`src/rtl/vst_pkg.sv`:
```
// Shared types, constants and helpers for the voice segment tracker.
// Used by the stream interfaces and the core; depends on nothing else.

package vst_pkg;

  localparam int unsigned MaxWindow = 16;
  localparam int unsigned RingAw    = $clog2(MaxWindow);
  localparam int unsigned WinW      = $clog2(MaxWindow) + 1;
  localparam int unsigned SumW      = 16 + RingAw;

  localparam int unsigned CfgIdxW  = 3;
  localparam int unsigned CfgDataW = 32;

  // Configuration register indexes.
  localparam logic [CfgIdxW-1:0] CfgThreshold  = 3'd0;
  localparam logic [CfgIdxW-1:0] CfgWindowLen  = 3'd1;
  localparam logic [CfgIdxW-1:0] CfgHopSamples = 3'd2;
  localparam logic [CfgIdxW-1:0] CfgLookBehind = 3'd3;
  localparam logic [CfgIdxW-1:0] CfgMaxSegment = 3'd4;

  // Commands.
  localparam logic [1:0] CmdHop   = 2'd0;
  localparam logic [1:0] CmdStart = 2'd1;
  localparam logic [1:0] CmdStop  = 2'd2;

  // Events.
  localparam logic [1:0] EvNone     = 2'd0;
  localparam logic [1:0] EvStart    = 2'd1;
  localparam logic [1:0] EvContinue = 2'd2;
  localparam logic [1:0] EvEnd      = 2'd3;

  localparam logic [47:0] SeenMax = 48'hFFFF_FFFF_FFFF;
  localparam logic [31:0] LenMax  = 32'hFFFF_FFFF;

  typedef struct packed {
    logic [1:0]  cmd;
    logic [15:0] voice_probability;
  } vst_in_t;

  typedef struct packed {
    logic [1:0]  event_res;
    logic [47:0] segment_start_sample;
    logic [47:0] segment_end_sample;
    logic [31:0] segment_length;
    logic        is_voice;
  } vst_out_t;

  // Window length as used: zero acts as one, oversize values clamp.
  function automatic logic [WinW-1:0] eff_window(input logic [4:0] wl);
    logic [WinW-1:0] r;
    if (wl == 5'd0) begin
      r = WinW'(1);
    end else if ({{(32-5){1'b0}}, wl} > MaxWindow) begin
      r = WinW'(MaxWindow);
    end else begin
      r = WinW'(wl);
    end
    return r;
  endfunction

endpackage

```
`src/rtl/vst_in_if.sv`:
```
// Request channel carrying commands into the voice segment tracker.
// Depends on vst_pkg for the payload type.

interface vst_in_if import vst_pkg::*; ();
  logic    valid;
  logic    ready;
  vst_in_t payload;

  modport source (output valid, output payload, input ready);
  modport sink (input valid, input payload, output ready);
endinterface

```
`src/rtl/vst_out_if.sv`:
```
// Request channel carrying segment events out of the voice segment tracker.
// Depends on vst_pkg for the payload type.

interface vst_out_if import vst_pkg::*; ();
  logic     valid;
  logic     ready;
  vst_out_t payload;

  modport source (output valid, output payload, input ready);
  modport sink (input valid, input payload, output ready);
endinterface

```
`src/rtl/vst_ram.sv`:
```
// Generic single-write, single-read RAM with a registered read port.
// Standalone; used for the probability ring of the tracker.

module vst_ram #(
  parameter int unsigned Width = 16,
  parameter int unsigned Depth = 16
) (
  input  logic                     clk_i,
  input  logic                     we_i,
  input  logic [$clog2(Depth)-1:0] waddr_i,
  input  logic [Width-1:0]         wdata_i,
  input  logic                     re_i,
  input  logic [$clog2(Depth)-1:0] raddr_i,
  output logic [Width-1:0]         rdata_o
);

  logic [Width-1:0] mem_q [Depth];
  logic [Width-1:0] rdata_q;

  always_ff @(posedge clk_i) begin
    if (we_i) begin
      mem_q[waddr_i] <= wdata_i;
    end
    if (re_i) begin
      rdata_q <= mem_q[raddr_i];
    end
  end

  assign rdata_o = rdata_q;

endmodule

```
`src/rtl/voice_segment_tracker_core.sv`:
```
// Voice segment tracker: smooths per-hop voice probabilities over a ring of up to
// 16 entries and reports segment start, continue and end events with sample
// positions. It accepts one request per cycle unless output backpressure or a window
// rebuild holds it off, and returns one result per request via the s1 and output
// registers; the ring lives in a RAM that is read when a hop enters and written back
// from the s1 stage, with forwarding when consecutive hops hit the same slot. After a
// write to window_len the running sum is rebuilt by reading the window slots one per
// cycle, so input is held off until the effective window length (zero counts as one,
// anything above 16 as 16) is summed. Depends on vst_pkg, vst_in_if, vst_out_if, vst_ram.

module voice_segment_tracker_core import vst_pkg::*; (
  input  logic                clk_i,
  input  logic                rst_ni,
  input  logic                cfg_we_i,
  input  logic [CfgIdxW-1:0]  cfg_idx_i,
  input  logic [CfgDataW-1:0] cfg_wdata_i,
  vst_in_if.sink              in_i,
  vst_out_if.source           out_o
);

  typedef struct packed {
    logic [1:0]        cmd;
    logic [15:0]       prob;
    logic              hop;       // hop while the session is active
    logic              wr;        // hop that writes the ring
    logic [RingAw-1:0] addr;
    logic              old_vld;
    logic              byp;
    logic [15:0]       byp_data;
  } s1_t;

  // Configuration registers.
  logic [15:0] threshold_q;
  logic [4:0]  window_len_q;
  logic [12:0] hop_samples_q;
  logic [15:0] look_behind_q;
  logic [31:0] max_segment_q;

  always_ff @(posedge clk_i or negedge rst_ni) begin
    if (!rst_ni) begin
      threshold_q   <= 16'd32768;
      window_len_q  <= 5'd8;
      hop_samples_q <= 13'd256;
      look_behind_q <= 16'd8192;
      max_segment_q <= 32'd0;
    end else if (cfg_we_i) begin
      unique case (cfg_idx_i)
        CfgThreshold:  threshold_q   <= cfg_wdata_i[15:0];
        CfgWindowLen:  window_len_q  <= cfg_wdata_i[4:0];
        CfgHopSamples: hop_samples_q <= cfg_wdata_i[12:0];
        CfgLookBehind: look_behind_q <= cfg_wdata_i[15:0];
        CfgMaxSegment: max_segment_q <= cfg_wdata_i[31:0];
        default: ;
      endcase
    end
  end

  logic [WinW-1:0] wl;
  assign wl = eff_window(window_len_q);

  // Pipeline control.
  logic enable;
  logic accept;
  logic s1_valid_q, s1_valid_d;
  s1_t  s1_q, s1_d;
  logic out_valid_q;
  vst_out_t out_q, out_d;

  logic sweep_busy_q, sweep_busy_d;
  logic [WinW-1:0] sweep_cnt_q, sweep_cnt_d;
  logic sweep_pend_q, sweep_pend_d;
  logic sweep_vld_q, sweep_vld_d;
  logic sweep_issue;

  assign enable      = !out_valid_q || out_o.ready;
  assign in_i.ready  = enable && !sweep_busy_q;
  assign accept      = in_i.valid && in_i.ready;
  assign sweep_issue = sweep_busy_q && (sweep_cnt_q < wl);

  // Front-end state: session flag and ring write pointer.
  logic              active_q, active_d;
  logic [RingAw-1:0] ring_index_q, ring_index_d;
  logic [RingAw-1:0] idx;
  logic [RingAw-1:0] idx_next;
  logic              in_hop, in_wr;

  // Ring storage.
  logic [MaxWindow-1:0] ring_vld_q, ring_vld_d;
  logic                 ram_we, ram_re;
  logic [RingAw-1:0]    ram_raddr;
  logic [15:0]          ram_rdata;

  assign in_hop = (in_i.payload.cmd == CmdHop) && active_q;
  assign in_wr  = in_hop && (threshold_q != 16'd0);
  assign idx    = ({1'b0, ring_index_q} < wl) ? ring_index_q : '0;
  assign idx_next = ((WinW'(idx) + WinW'(1)) == wl) ? '0 : idx + RingAw'(1);

  assign ram_we    = s1_valid_q && s1_q.wr && enable;
  assign ram_re    = (accept && in_wr) || sweep_issue;
  assign ram_raddr = accept ? idx : sweep_cnt_q[RingAw-1:0];

  vst_ram #(
    .Width (16),
    .Depth (MaxWindow)
  ) u_ring (
    .clk_i   (clk_i),
    .we_i    (ram_we),
    .waddr_i (s1_q.addr),
    .wdata_i (s1_q.prob),
    .re_i    (ram_re),
    .raddr_i (ram_raddr),
    .rdata_o (ram_rdata)
  );

  always_comb begin
    active_d     = active_q;
    ring_index_d = ring_index_q;
    s1_valid_d   = s1_valid_q;
    s1_d         = s1_q;
    if (enable) begin
      s1_valid_d = accept;
    end
    if (accept) begin
      priority if (in_i.payload.cmd == CmdStart) begin
        active_d     = 1'b1;
        ring_index_d = '0;
      end else if (in_i.payload.cmd == CmdStop) begin
        active_d = 1'b0;
      end else if (in_wr) begin
        ring_index_d = idx_next;
      end
      s1_d.cmd      = in_i.payload.cmd;
      s1_d.prob     = in_i.payload.voice_probability;
      s1_d.hop      = in_hop;
      s1_d.wr       = in_wr;
      s1_d.addr     = idx;
      s1_d.old_vld  = ring_vld_q[idx];
      // The slot being written back this cycle is read before the write lands.
      s1_d.byp      = ram_we && (s1_q.addr == idx);
      s1_d.byp_data = s1_q.prob;
    end
  end

  // Execute stage: running sum, voice decision and segment bookkeeping.
  logic        prev_voice_q, prev_voice_d;
  logic [SumW-1:0] sum_q, sum_d;
  logic [47:0] seen_q, seen_d;
  logic [31:0] len_q, len_d;

  logic [15:0]     old_prob;
  logic [SumW-1:0] sum_upd, sum_n;
  logic [48:0]     seen_sum;
  logic [47:0]     seen_n;
  logic [32:0]     len_sum;
  logic [31:0]     len_inc, len_n, lb_len;
  logic [SumW:0]   thr_win;
  logic            voice;

  assign old_prob = s1_q.byp ? s1_q.byp_data : (s1_q.old_vld ? ram_rdata : 16'd0);
  assign sum_upd  = sum_q - SumW'(old_prob) + SumW'(s1_q.prob);
  assign sum_n    = s1_q.wr ? sum_upd : sum_q;
  assign thr_win  = (SumW+1)'(threshold_q) * (SumW+1)'(wl);
  assign seen_sum = {1'b0, seen_q} + 49'(hop_samples_q);
  assign seen_n   = seen_sum[48] ? SeenMax : seen_sum[47:0];
  assign len_sum  = {1'b0, len_q} + 33'(hop_samples_q);
  assign len_inc  = len_sum[32] ? LenMax : len_sum[31:0];
  assign lb_len   = (48'(look_behind_q) < seen_n) ? 32'(look_behind_q) : seen_n[31:0];

  always_comb begin
    voice = (threshold_q == 16'd0) || ({1'b0, sum_n} > thr_win);
    if ((max_segment_q != 32'd0) && (len_q > max_segment_q)) begin
      voice = 1'b0;
    end
  end

  always_comb begin
    seen_d       = seen_q;
    len_d        = len_q;
    prev_voice_d = prev_voice_q;
    sum_d        = sum_q;
    len_n        = len_q;
    out_d        = '0;
    sweep_busy_d = sweep_busy_q;
    sweep_cnt_d  = sweep_cnt_q;
    sweep_pend_d = 1'b0;
    sweep_vld_d  = sweep_vld_q;
    ring_vld_d   = ring_vld_q;

    if (ram_we) begin
      ring_vld_d[s1_q.addr] = 1'b1;
    end

    if (s1_valid_q && enable) begin
      priority if (s1_q.cmd == CmdStart) begin
        seen_d       = '0;
        len_d        = '0;
        prev_voice_d = 1'b0;
      end else if (s1_q.cmd == CmdStop) begin
        if (prev_voice_q) begin
          out_d.event_res          = EvEnd;
          out_d.segment_end_sample = seen_q;
          out_d.segment_length     = len_q;
          prev_voice_d             = 1'b0;
          len_d                    = '0;
        end
      end else if (s1_q.hop) begin
        seen_d = seen_n;
        sum_d  = sum_n;
        priority if (voice && !prev_voice_q) begin
          len_n           = lb_len;
          out_d.event_res = EvStart;
        end else if (!voice && prev_voice_q) begin
          len_n           = len_inc;
          out_d.event_res = EvEnd;
        end else if (voice && prev_voice_q) begin
          len_n           = len_inc;
          out_d.event_res = EvContinue;
        end
        if (out_d.event_res != EvNone) begin
          out_d.segment_end_sample = seen_n;
          out_d.segment_length     = len_n;
          out_d.is_voice           = voice;
        end
        len_d        = (out_d.event_res == EvEnd) ? 32'd0 : len_n;
        prev_voice_d = voice;
      end
    end

    // Rebuild the running sum over the new window, one slot per cycle.
    if (cfg_we_i && (cfg_idx_i == CfgWindowLen)) begin
      sweep_busy_d = 1'b1;
      sweep_cnt_d  = '0;
      sum_d        = '0;
    end else begin
      if (sweep_pend_q) begin
        sum_d = sum_q + (sweep_vld_q ? SumW'(ram_rdata) : SumW'(0));
      end
      if (sweep_issue) begin
        sweep_cnt_d  = sweep_cnt_q + WinW'(1);
        sweep_pend_d = 1'b1;
        sweep_vld_d  = ring_vld_q[sweep_cnt_q[RingAw-1:0]];
      end else if (sweep_busy_q && !sweep_pend_q) begin
        sweep_busy_d = 1'b0;
      end
    end
  end

  always_ff @(posedge clk_i or negedge rst_ni) begin
    if (!rst_ni) begin
      active_q     <= 1'b0;
      ring_index_q <= '0;
      s1_valid_q   <= 1'b0;
      out_valid_q  <= 1'b0;
      prev_voice_q <= 1'b0;
      sum_q        <= '0;
      seen_q       <= '0;
      len_q        <= '0;
      ring_vld_q   <= '0;
      sweep_busy_q <= 1'b0;
      sweep_cnt_q  <= '0;
      sweep_pend_q <= 1'b0;
      sweep_vld_q  <= 1'b0;
    end else begin
      active_q     <= active_d;
      ring_index_q <= ring_index_d;
      s1_valid_q   <= s1_valid_d;
      if (enable) begin
        out_valid_q <= s1_valid_q;
      end
      prev_voice_q <= prev_voice_d;
      sum_q        <= sum_d;
      seen_q       <= seen_d;
      len_q        <= len_d;
      ring_vld_q   <= ring_vld_d;
      sweep_busy_q <= sweep_busy_d;
      sweep_cnt_q  <= sweep_cnt_d;
      sweep_pend_q <= sweep_pend_d;
      sweep_vld_q  <= sweep_vld_d;
    end
  end

  always_ff @(posedge clk_i) begin
    s1_q <= s1_d;
    if (enable && s1_valid_q) begin
      out_q <= out_d;
    end
  end

  // The start position is derived from the registered end position and length.
  logic [47:0] start_sample;
  assign start_sample = (out_q.segment_end_sample >= 48'(out_q.segment_length))
                      ? out_q.segment_end_sample - 48'(out_q.segment_length)
                      : 48'd0;

  assign out_o.valid                        = out_valid_q;
  assign out_o.payload.event_res            = out_q.event_res;
  assign out_o.payload.segment_start_sample = start_sample;
  assign out_o.payload.segment_end_sample   = out_q.segment_end_sample;
  assign out_o.payload.segment_length       = out_q.segment_length;
  assign out_o.payload.is_voice             = out_q.is_voice;

endmodule
```
`src/flat_wrapper.sv`:
```
// flat-port wrapper written by rule: the top's interface ports become plain ports
module voice_segment_tracker_core_flat import vst_pkg::*;
  (clk_i, rst_ni, cfg_we_i, cfg_idx_i, cfg_wdata_i, in_i_valid, in_i_payload, in_i_ready, out_o_valid, out_o_payload, out_o_ready);
  vst_in_if in_i_i ();
  vst_out_if out_o_i ();
  input  logic clk_i;
  input  logic rst_ni;
  input  logic cfg_we_i;
  input  logic [CfgIdxW-1:0] cfg_idx_i;
  input  logic [CfgDataW-1:0] cfg_wdata_i;
  input wire logic [$bits(in_i_i.valid)-1:0] in_i_valid;
  input wire logic [$bits(in_i_i.payload)-1:0] in_i_payload;
  output wire logic [$bits(in_i_i.ready)-1:0] in_i_ready;
  output wire logic [$bits(out_o_i.valid)-1:0] out_o_valid;
  output wire logic [$bits(out_o_i.payload)-1:0] out_o_payload;
  input wire logic [$bits(out_o_i.ready)-1:0] out_o_ready;
  assign in_i_i.valid = in_i_valid;
  assign in_i_i.payload = in_i_payload;
  assign in_i_ready = in_i_i.ready;
  assign out_o_valid = out_o_i.valid;
  assign out_o_payload = out_o_i.payload;
  assign out_o_i.ready = out_o_ready;
  voice_segment_tracker_core u_core (.clk_i(clk_i), .rst_ni(rst_ni), .cfg_we_i(cfg_we_i), .cfg_idx_i(cfg_idx_i), .cfg_wdata_i(cfg_wdata_i), .in_i(in_i_i), .out_o(out_o_i));
endmodule
```
`config.mk`:
```
export PLATFORM = sky130hd
export DESIGN_NAME = voice_segment_tracker_core_flat
export DESIGN_NICKNAME = d
export VERILOG_FILES = /design/src/rtl/vst_pkg.sv /design/src/rtl/vst_in_if.sv /design/src/rtl/vst_out_if.sv /design/src/rtl/vst_ram.sv /design/src/rtl/voice_segment_tracker_core.sv /design/src/flat_wrapper.sv
export SDC_FILE = /design/constraint.sdc
export NUM_CORES = 2
export LEC_CHECK = 0
export BUFFER_PORTS_ARGS = -buffer_cell sky130_fd_sc_hd__clkbuf_2
export CORE_MARGIN = 2
export CORE_UTILIZATION = 35
export CTS_BUF_LIST = sky130_fd_sc_hd__clkbuf_2 sky130_fd_sc_hd__clkbuf_4 sky130_fd_sc_hd__clkbuf_8
export DETAILED_ROUTE_END_ITERATION = 6
export SLEW_MARGIN = 5
export SYNTH_ARGS = -nofsm -noshare
export SYNTH_HDL_FRONTEND = slang
export SYNTH_SLANG_ARGS = --single-unit
```
`constraint.sdc`:
```
create_clock -name clk_i -period 8.28 [get_ports clk_i]
set_input_delay 0.828 -clock clk_i [delete_from_list [all_inputs] [get_ports clk_i]]
set_output_delay 0.828 -clock clk_i [all_outputs]
set_load 0.01 [all_outputs]
```
* Yosys cells after proc, flatten, opt, wreduce, memory -nomap -nowiden
Memory sizes are Yosys's and may differ from the RTL's. A register that Yosys moved wholly into a read port is not among the register bits.
Index checks and enable logic that the tools add are counted.
** Word-level totals
- Bits in latches :: 0
- Bits in registers :: 339
- Memories kept :: 1
- Output and inout port bits :: 133
- ROM bits :: 0
- Bits of input ports :: 58
- RAM bits :: 256
** Memories
- u_core.u_ring.mem_q :: words 16, bits a word 16, rd ports 1, clocked after Yosys merged registers in 1, write ports 1, RTL line vst_ram.sv:17 : logic [Width-1:0] mem_q [Depth];
** Operators by class
- Muxes and demuxes :: 68
- $lt $le $gt $ge :: 11
- Reductions and logical operators :: 54
- Add/sub/neg operators :: 9
- Divide/modulo/power cells :: 0
- Shifts and indexed selects :: 0
- Eq/ne operators :: 17
- Multipliers :: 1
- Bitwise logic cells :: 4
** Operator list (number)
- 32-bit 2-to-1 mux :: 10
- 48-bit 2-to-1 mux :: 5
- 81-bit 2-to-1 mux :: 2
- 80-bit 2-to-1 mux :: 2
- 20-bit 2-to-1 mux :: 7
- 48-bit by 13-bit adder with 49-bit output :: 1
- 48-bit by 32-bit >= comparator with 1-bit output :: 1
- 16-bit by 48-bit < comparator with 1-bit output :: 1
- 16-bit 2-to-1 mux :: 3
- 48-bit by 32-bit subtractor with 48-bit output :: 1
- 32-bit by 13-bit adder with 33-bit output :: 1
- 32-bit greater-than comparator :: 1
- 32-bit nonzero test :: 1
- 4-bit 2-to-1 mux :: 6
- 20-bit by 21-bit greater-than comparator with 1-bit output :: 1
- 16-bit by 5-bit multiplier with 21-bit output :: 1
- 20-bit by 16-bit adder with 20-bit output :: 1
- 20-bit adder :: 1
- 2-bit 2-to-1 mux :: 10
- 5-bit 2-to-1 mux :: 4
- 20-bit by 16-bit subtractor with 20-bit output :: 1
- 2-bit AND reduction :: 9
- 1-bit logical AND :: 17
- 16-bit logical NOT :: 1
- 35 further kinds :: 76

* Logic depth before layout (Yosys ltp)
- Word-level depth :: 21
- Depth in mapped cells :: 37

* Cells and area by module
From an unflattened synthesis, not the netlist that was laid out.
** Unflattened totals
- Cells, all modules :: 3477
- Area, all modules :: 36917.9 um^2
** Modules (own cells, without submodules)
- voice_segment_tracker_core :: area each 26715.6 um^2, sequential area each 9113.7 um^2, cells each 3045, times used 1
- vst_ram :: area each 10202.3 um^2, sequential area each 8167.8 um^2, cells each 432, times used 1

* Worst setup path after synthesis
No wires, ideal clock.
- Kind :: register to register
- Start point :: reg u_core.window_len_q[4]
- End point :: reg u_core.out_q (netlist bit u_core.out_o.payload[32]) (data pin)
- Arrival :: 7498 ps
- Data required time :: 8013 ps
- Cell stages (with the launch flop) :: 35
- Clock period less this slack :: 7765 ps
- Setup time :: 267 ps
- Path slack :: 515 ps
- Cells stage by stage :: dfrtp_1 > clkbuf_1 > nor2b_1 > clkbuf_1 > nand2_1 > fa_1 > fa_1 > fa_1 > inv_1 > ha_1 > a21oi_1 > nor2b_1 > o21a_1 > o41ai_1 > o21ba_2 > a2111oi_0 > o21a_1 > o21ai_0 > nor2b_1 > xor2_1 > ha_1 > nand2_1 > nor2_1 > nand2_1 > o32ai_1 > o31ai_1 > nand2_1 > ha_1 > or2_2 > and3_1 > o2111a_1 > nor2b_1 > and4_1 > a211oi_1 > o21ai_0
** On the way
- Word-level cells in the longest chain between the ends :: 19
- Elaborated cells on any way between the ends :: 26
** RTL lines
- start: declaration :: RTL line voice_segment_tracker_core.sv:34 : logic [4:0] window_len_q;
- start signal: assignment :: RTL line voice_segment_tracker_core.sv:49 : CfgWindowLen: window_len_q <= cfg_wdata_i[4:0];
- 5-bit greater-than comparator :: RTL line vst_pkg.sv:53 : end else if ({{(32-5){1'b0}}, wl} > MaxWindow) begin
- 5-bit 2-to-1 mux :: RTL line vst_pkg.sv:53
- 5-bit 2-to-1 mux * :: RTL line vst_pkg.sv:51 : if (wl == 5'd0) begin
- 16-bit by 5-bit multiplier with 21-bit output * :: RTL line voice_segment_tracker_core.sv:162 : assign thr_win = (SumW+1)'(threshold_q) * (SumW+1)'(wl);
- 20-bit by 21-bit greater-than comparator with 1-bit output * :: RTL line voice_segment_tracker_core.sv:170 : voice = (threshold_q == 16'd0) || ({1'b0, sum_n} > thr_win);
- 1-bit logical OR * :: RTL line voice_segment_tracker_core.sv:170
- 1-bit 2-to-1 mux * :: RTL line voice_segment_tracker_core.sv:171 : if ((max_segment_q != 32'd0) && (len_q > max_segment_q)) begin
- 1-bit logical AND or 1-bit logical NOT (tied branches) :: RTL line voice_segment_tracker_core.sv:215, voice_segment_tracker_core.sv:212
- (+3 left out)
- 2-bit 2-to-1 mux :: RTL line voice_segment_tracker_core.sv:206 : end else if (s1_q.hop) begin
- 2-bit 2-to-1 mux :: RTL line voice_segment_tracker_core.sv:198 : end else if (s1_q.cmd == CmdStop) begin
- 2-bit 2-to-1 mux :: RTL line voice_segment_tracker_core.sv:194 : priority if (s1_q.cmd == CmdStart) begin
- 2-bit 2-to-1 mux :: RTL line voice_segment_tracker_core.sv:193 : if (s1_valid_q && enable) begin
- 2-bit nonzero test :: RTL line voice_segment_tracker_core.sv:219 : if (out_d.event_res != EvNone) begin
- 81-bit 2-to-1 mux * :: RTL line voice_segment_tracker_core.sv:219
- 81-bit 2-to-1 mux * :: RTL line voice_segment_tracker_core.sv:206
- 80-bit 2-to-1 mux * :: RTL line voice_segment_tracker_core.sv:198
- end signal: assignment :: RTL line voice_segment_tracker_core.sv:285 : out_q <= out_d;
- end: declaration :: RTL line voice_segment_tracker_core.sv:67 : vst_out_t out_q, out_d;
Mark *: on every way between the ends. The rest lies on a longest branch, timed or not. The select of a mux whose other input is x is not followed.
A chain may end at the register's enable or synchronous reset.

* Worst setup path in the final report
- Start point :: reg u_core.window_len_q[3]
- End point :: reg u_core.out_q (netlist bit u_core.out_o.payload[30]) (data pin)
** On the way
- Word-level cells in the longest chain between the ends :: 19
- Elaborated cells on any way between the ends :: 26
** RTL lines
- 5-bit greater-than comparator :: RTL line vst_pkg.sv:53
- 5-bit 2-to-1 mux :: RTL line vst_pkg.sv:53
- 5-bit 2-to-1 mux * :: RTL line vst_pkg.sv:51
- 16-bit by 5-bit multiplier with 21-bit output * :: RTL line voice_segment_tracker_core.sv:162
- 20-bit by 21-bit greater-than comparator with 1-bit output * :: RTL line voice_segment_tracker_core.sv:170
- 1-bit logical OR * :: RTL line voice_segment_tracker_core.sv:170
- 1-bit 2-to-1 mux * :: RTL line voice_segment_tracker_core.sv:171
- net u_core.voice :: RTL line voice_segment_tracker_core.sv:157 : logic voice;
- (+4 left out)
- 2-bit 2-to-1 mux :: RTL line voice_segment_tracker_core.sv:206
- 2-bit 2-to-1 mux :: RTL line voice_segment_tracker_core.sv:198
- 2-bit 2-to-1 mux :: RTL line voice_segment_tracker_core.sv:194
- 2-bit 2-to-1 mux :: RTL line voice_segment_tracker_core.sv:193
- 2-bit nonzero test :: RTL line voice_segment_tracker_core.sv:219
- 81-bit 2-to-1 mux * :: RTL line voice_segment_tracker_core.sv:219
- 81-bit 2-to-1 mux * :: RTL line voice_segment_tracker_core.sv:206
- 80-bit 2-to-1 mux * :: RTL line voice_segment_tracker_core.sv:198
The timed path passes the listed nets; every way through them passes the cells marked *. The select of a mux whose other input is x is not followed.

==> results.py <==
metrics = {
    "finish": {
        "mostFrequentLayoutCell": "edfxtp_1",
        "layout-drive-gt1-share_pct": 15.4,
        "areaGrowthSynthToFinish_pct": 13.8,
        "final_core_util_pct": 40.2,
        "fillers": 10179,
        "multiInputGateArea_um2": 18000,
        "postLayoutCellArea_um2": 41800,
        "final_cell_mix": "edfxtp_1 (397), nand2_1 (302), inv_1 (259)",
        "seq_area_um2": 17300,
        "fin_nets": 4070,
    },
    "logic_synthesis": {
        "synth_edf_count": 397,
        "synth_seq_cells": 611,
        "syn_nets": 3850,
        "yosysUniqueCellTypes": 96,
        "synthArstFlopShare_pct": 35.0,
        "synth_ff_type": "edfxtp_1",
        "synth_warnings": 0,
        "synth.area.top_cells": "edfxtp_1 (32%), dfrtp_1 (14%), ha_1 (7.2%)",
        "ys_seq_area_share_pct": 47.1,
        "postSynthAreaPerCell_um2": 10.4,
        "netlist_area_um2": 36700,
        "netlist_instances": 3520,
        "synth_top_area_share_pct": 32.5,
        "synth_top_cell_by_area": "edfxtp_1",
    },
    "sta": {
        "hold_violations": 0,
        "setup_ws_ns": 0.415,
        "whs_ns": 0.0823,
        "drv_slew": 0,
        "setup_viol_count_final": 0,
        "tightest_slew_ns": 1.27,
        "relSlewSlack_pct": 14.7,
        "finalCritPeriodShare_pct": 95.0,
        "rsz0062_at_grt": "true",
        "skew_ns": 0.0861,
        "min_period_ns": 7.86,
        "fmax_mhz": 127,
    },
    "power": {
        "peakVddDrop_v": 0.000312,
        "total_power_uw": 15500,
        "leakagePower_uw": 0.0178,
        "powerDensity_nw_per_um2": 372,
    },
    "grt": {
        "grt_pass1_vias": 27421,
        "grtUsageTotal_pct": 19.6,
        "antenna_found_initial": 1,
        "grt-ovfl-total": 0,
        "grt_start_max_net_pins": 97,
        "grt_pass1_wl_um": 164000,
    },
    "floorplan": {
        "die_w_um": 328,
        "die_area_um2": 107000,
        "initial_utilization_pct": 35.4,
        "rows": 118,
        "core-area_um2": 104000,
        "die_y_um": 328,
        "io_pins": 191,
    },
    "route": {
        "ant_nets": 0,
        "drt_iter0_markers": 1826,
        "wl_per_cell_um": 20.5,
        "drc": 0,
        "dr_wl_met2_um": 52500,
        "wl_met3_um": 5120,
        "wirelength_um": 107000,
        "dr.pass1.iters": 6,
        "viasPerCell": 5.38,
        "dr.max_layer_used": "met4",
        "vias": 28030,
        "wl_met1_um": 45500,
    },
    "critical_path": {
        "cp_max_fo": 6,
        "end_kind": "flop",
        "max_stage_delay_ns": 0.54,
        "worstPathArrival_ns": 8.38,
        "worstPathRequired_ns": 8.80,
        "crit_top_cell": "a21oi_1",
        "path_class": "reg2reg",
        "r2r_cells": 36,
        "crit_path_start_kind": "flop",
        "slowest_stage": "dfstp_2",
    },
    "clock_network": {
        "numClockSinks": 611,
        "cts_tree": "done",
        "cts_root_buf": "clkbuf_8",
        "numCtsBuffers": 104,
        "ctsHoldBuffers": 0,
        "insertion_delay_ns": 0.79,
        "cts_buffer_depth": 3,
        "clk_pin_slew_ns": 0.07,
        "htree_levels": 3,
    },
    "placement": {
        "place_congestion": 0.922,
        "place_area_um2": 39500,
        "port_buffers": 190,
        "dp_hpwl_um": 76800,
        "preCtsSetupSlack_ns": 0.0374,
    },
    "job": {
        "maxCapViolCount": 0,
    },
    "hold_path": {
        "hold_path_class": "in2async",
    },
    "status": {
        "outcome": "finished clean",
    },
}
Yosys cell counts (6+ instances only):
cell type / number
a2111oi_0: 7
a211o_1: 6
a211oi_1: 36
a21o_1: 59
a21oi_1: 167
a22o_1: 67
a22oi_1: 7
a31oi_1: 15
and2_1: 96
and3_1: 33
and4_1: 10
buf_1: 12
buf_2: 6
clkbuf_1: 133
dfrtp_1: 210
edfxtp_1: 397
fa_1: 62
ha_1: 210
inv_1: 259
mux2_2: 62
mux2i_1: 161
nand2_1: 302
nand2b_1: 34
nand3_1: 64
nand3b_1: 15
nand4_1: 41
nor2_1: 237
nor2b_1: 32
nor3_1: 55
nor4_1: 24
o211ai_1: 16
o21a_1: 20
o21ai_0: 242
o21ai_1: 8
o21bai_1: 16
o22ai_1: 77
o31ai_1: 10
o41ai_1: 8
or2_2: 25
or3_1: 30
or4_1: 23
xnor2_1: 70
xor2_1: 53
state kept, by name, indices dropped and copies added, names as in the netlist, 4 cells and up:
register and flops:
u_core.u_ring.mem_q 256, u_core.out_o.payload 83, u_core.seen_q 48, u_core.s1_q 42, u_core.len_q 32, u_core.max_segment_q 32, u_core.sum_q 20, u_core.look_behind_q 16
u_core.ring_vld_q 16, u_core.threshold_q 16, u_core.u_ring.rdata_o 16, u_core.hop_samples_q 13, u_core.sweep_cnt_q 5, u_core.window_len_q 5, u_core.ring_index_q 4
cell families after synthesis:
kind of cell | after synthesis | synth area share, %
flops | 611 | 47.1
buf+inv | 414 | 4.28
compound gates | 826 | 14.4
fa+ha+maj | 272 | 10.5
mux | 229 | 6.61
xor+xnor | 123 | 2.94
simple gates | 1045 | 14.2
report_power, final:
group          switching, uW  internal (uW)  total (uW)  leakage, uW
logic                   4880           3300        8180       0.0102
clock network           1340           1500        2840      0.00114
registers                618           3900        4520      0.00640
total                   6830           8700       15500       0.0178
layer usage:
metal | up-vias | GRT usage, %
met5 | - | 0
met4 | 0 | 7.05
met3 | 197 | 2.62
met2 | 835 | 34.0
met1 | 13749 | 24.8
li1 | 13249 | -
stage by stage:
| step | instances | setup TNS (ns) |
|---|---|---|
| global placement | 5011 | 0 |
| detailed placement | 5011 | 0 |
| floorplan | 3520 | 0 |
| finish | 5210 | 0 |
| global route | 5209 | -0.00506 |
| CTS | 5205 | 0 |
path summary, 6_finish.rpt:
kind,slack [ns],end,from
setup / recovery,0.42,u_core.out_o.payload[30],u_core.window_len_q[3]
max in group asynchronous,6.63,u_core.window_len_q[4],rst_ni
setup reg to reg,0.42,u_core.out_o.payload[30],u_core.window_len_q[3]
min in group clk_i,0.20,u_core.s1_q[36],in_i_payload[12]
hold / removal,0.08,u_core.max_segment_q[27],rst_ni
hold reg to reg,0.49,u_core.ring_vld_q[3],u_core.ring_vld_q[3]
final cells by class:
cell class                 count  area share [%]
inverter                     261            2.35
clock inverter                53            1.07
antenna                        2          0.0120
sequential                   611            41.4
clock buffer                 141            4.20
multi-input combinational   2495            43.1
timing repair buffer         267            3.77
tap                         1380            4.13
critical path, delay by kind of cell (launching register included):
family | cells | cell delay [ns]
AND/OR/NAND/NOR | 9 | 1.72
AO/OA/AOI/OAI | 15 | 2.35
buffers and inverters | 5 | 0.56
XOR/XNOR | 1 | 0.15
flip-flops | 1 | 0.54
adder cells (fa/ha/maj) | 6 | 2.31
repair_timing:
item,CTS,global route
setup endpoints to repair,0,75
setup buffers,0,3
gates resized for setup,0,13
(Power assumes the default switching activity.)
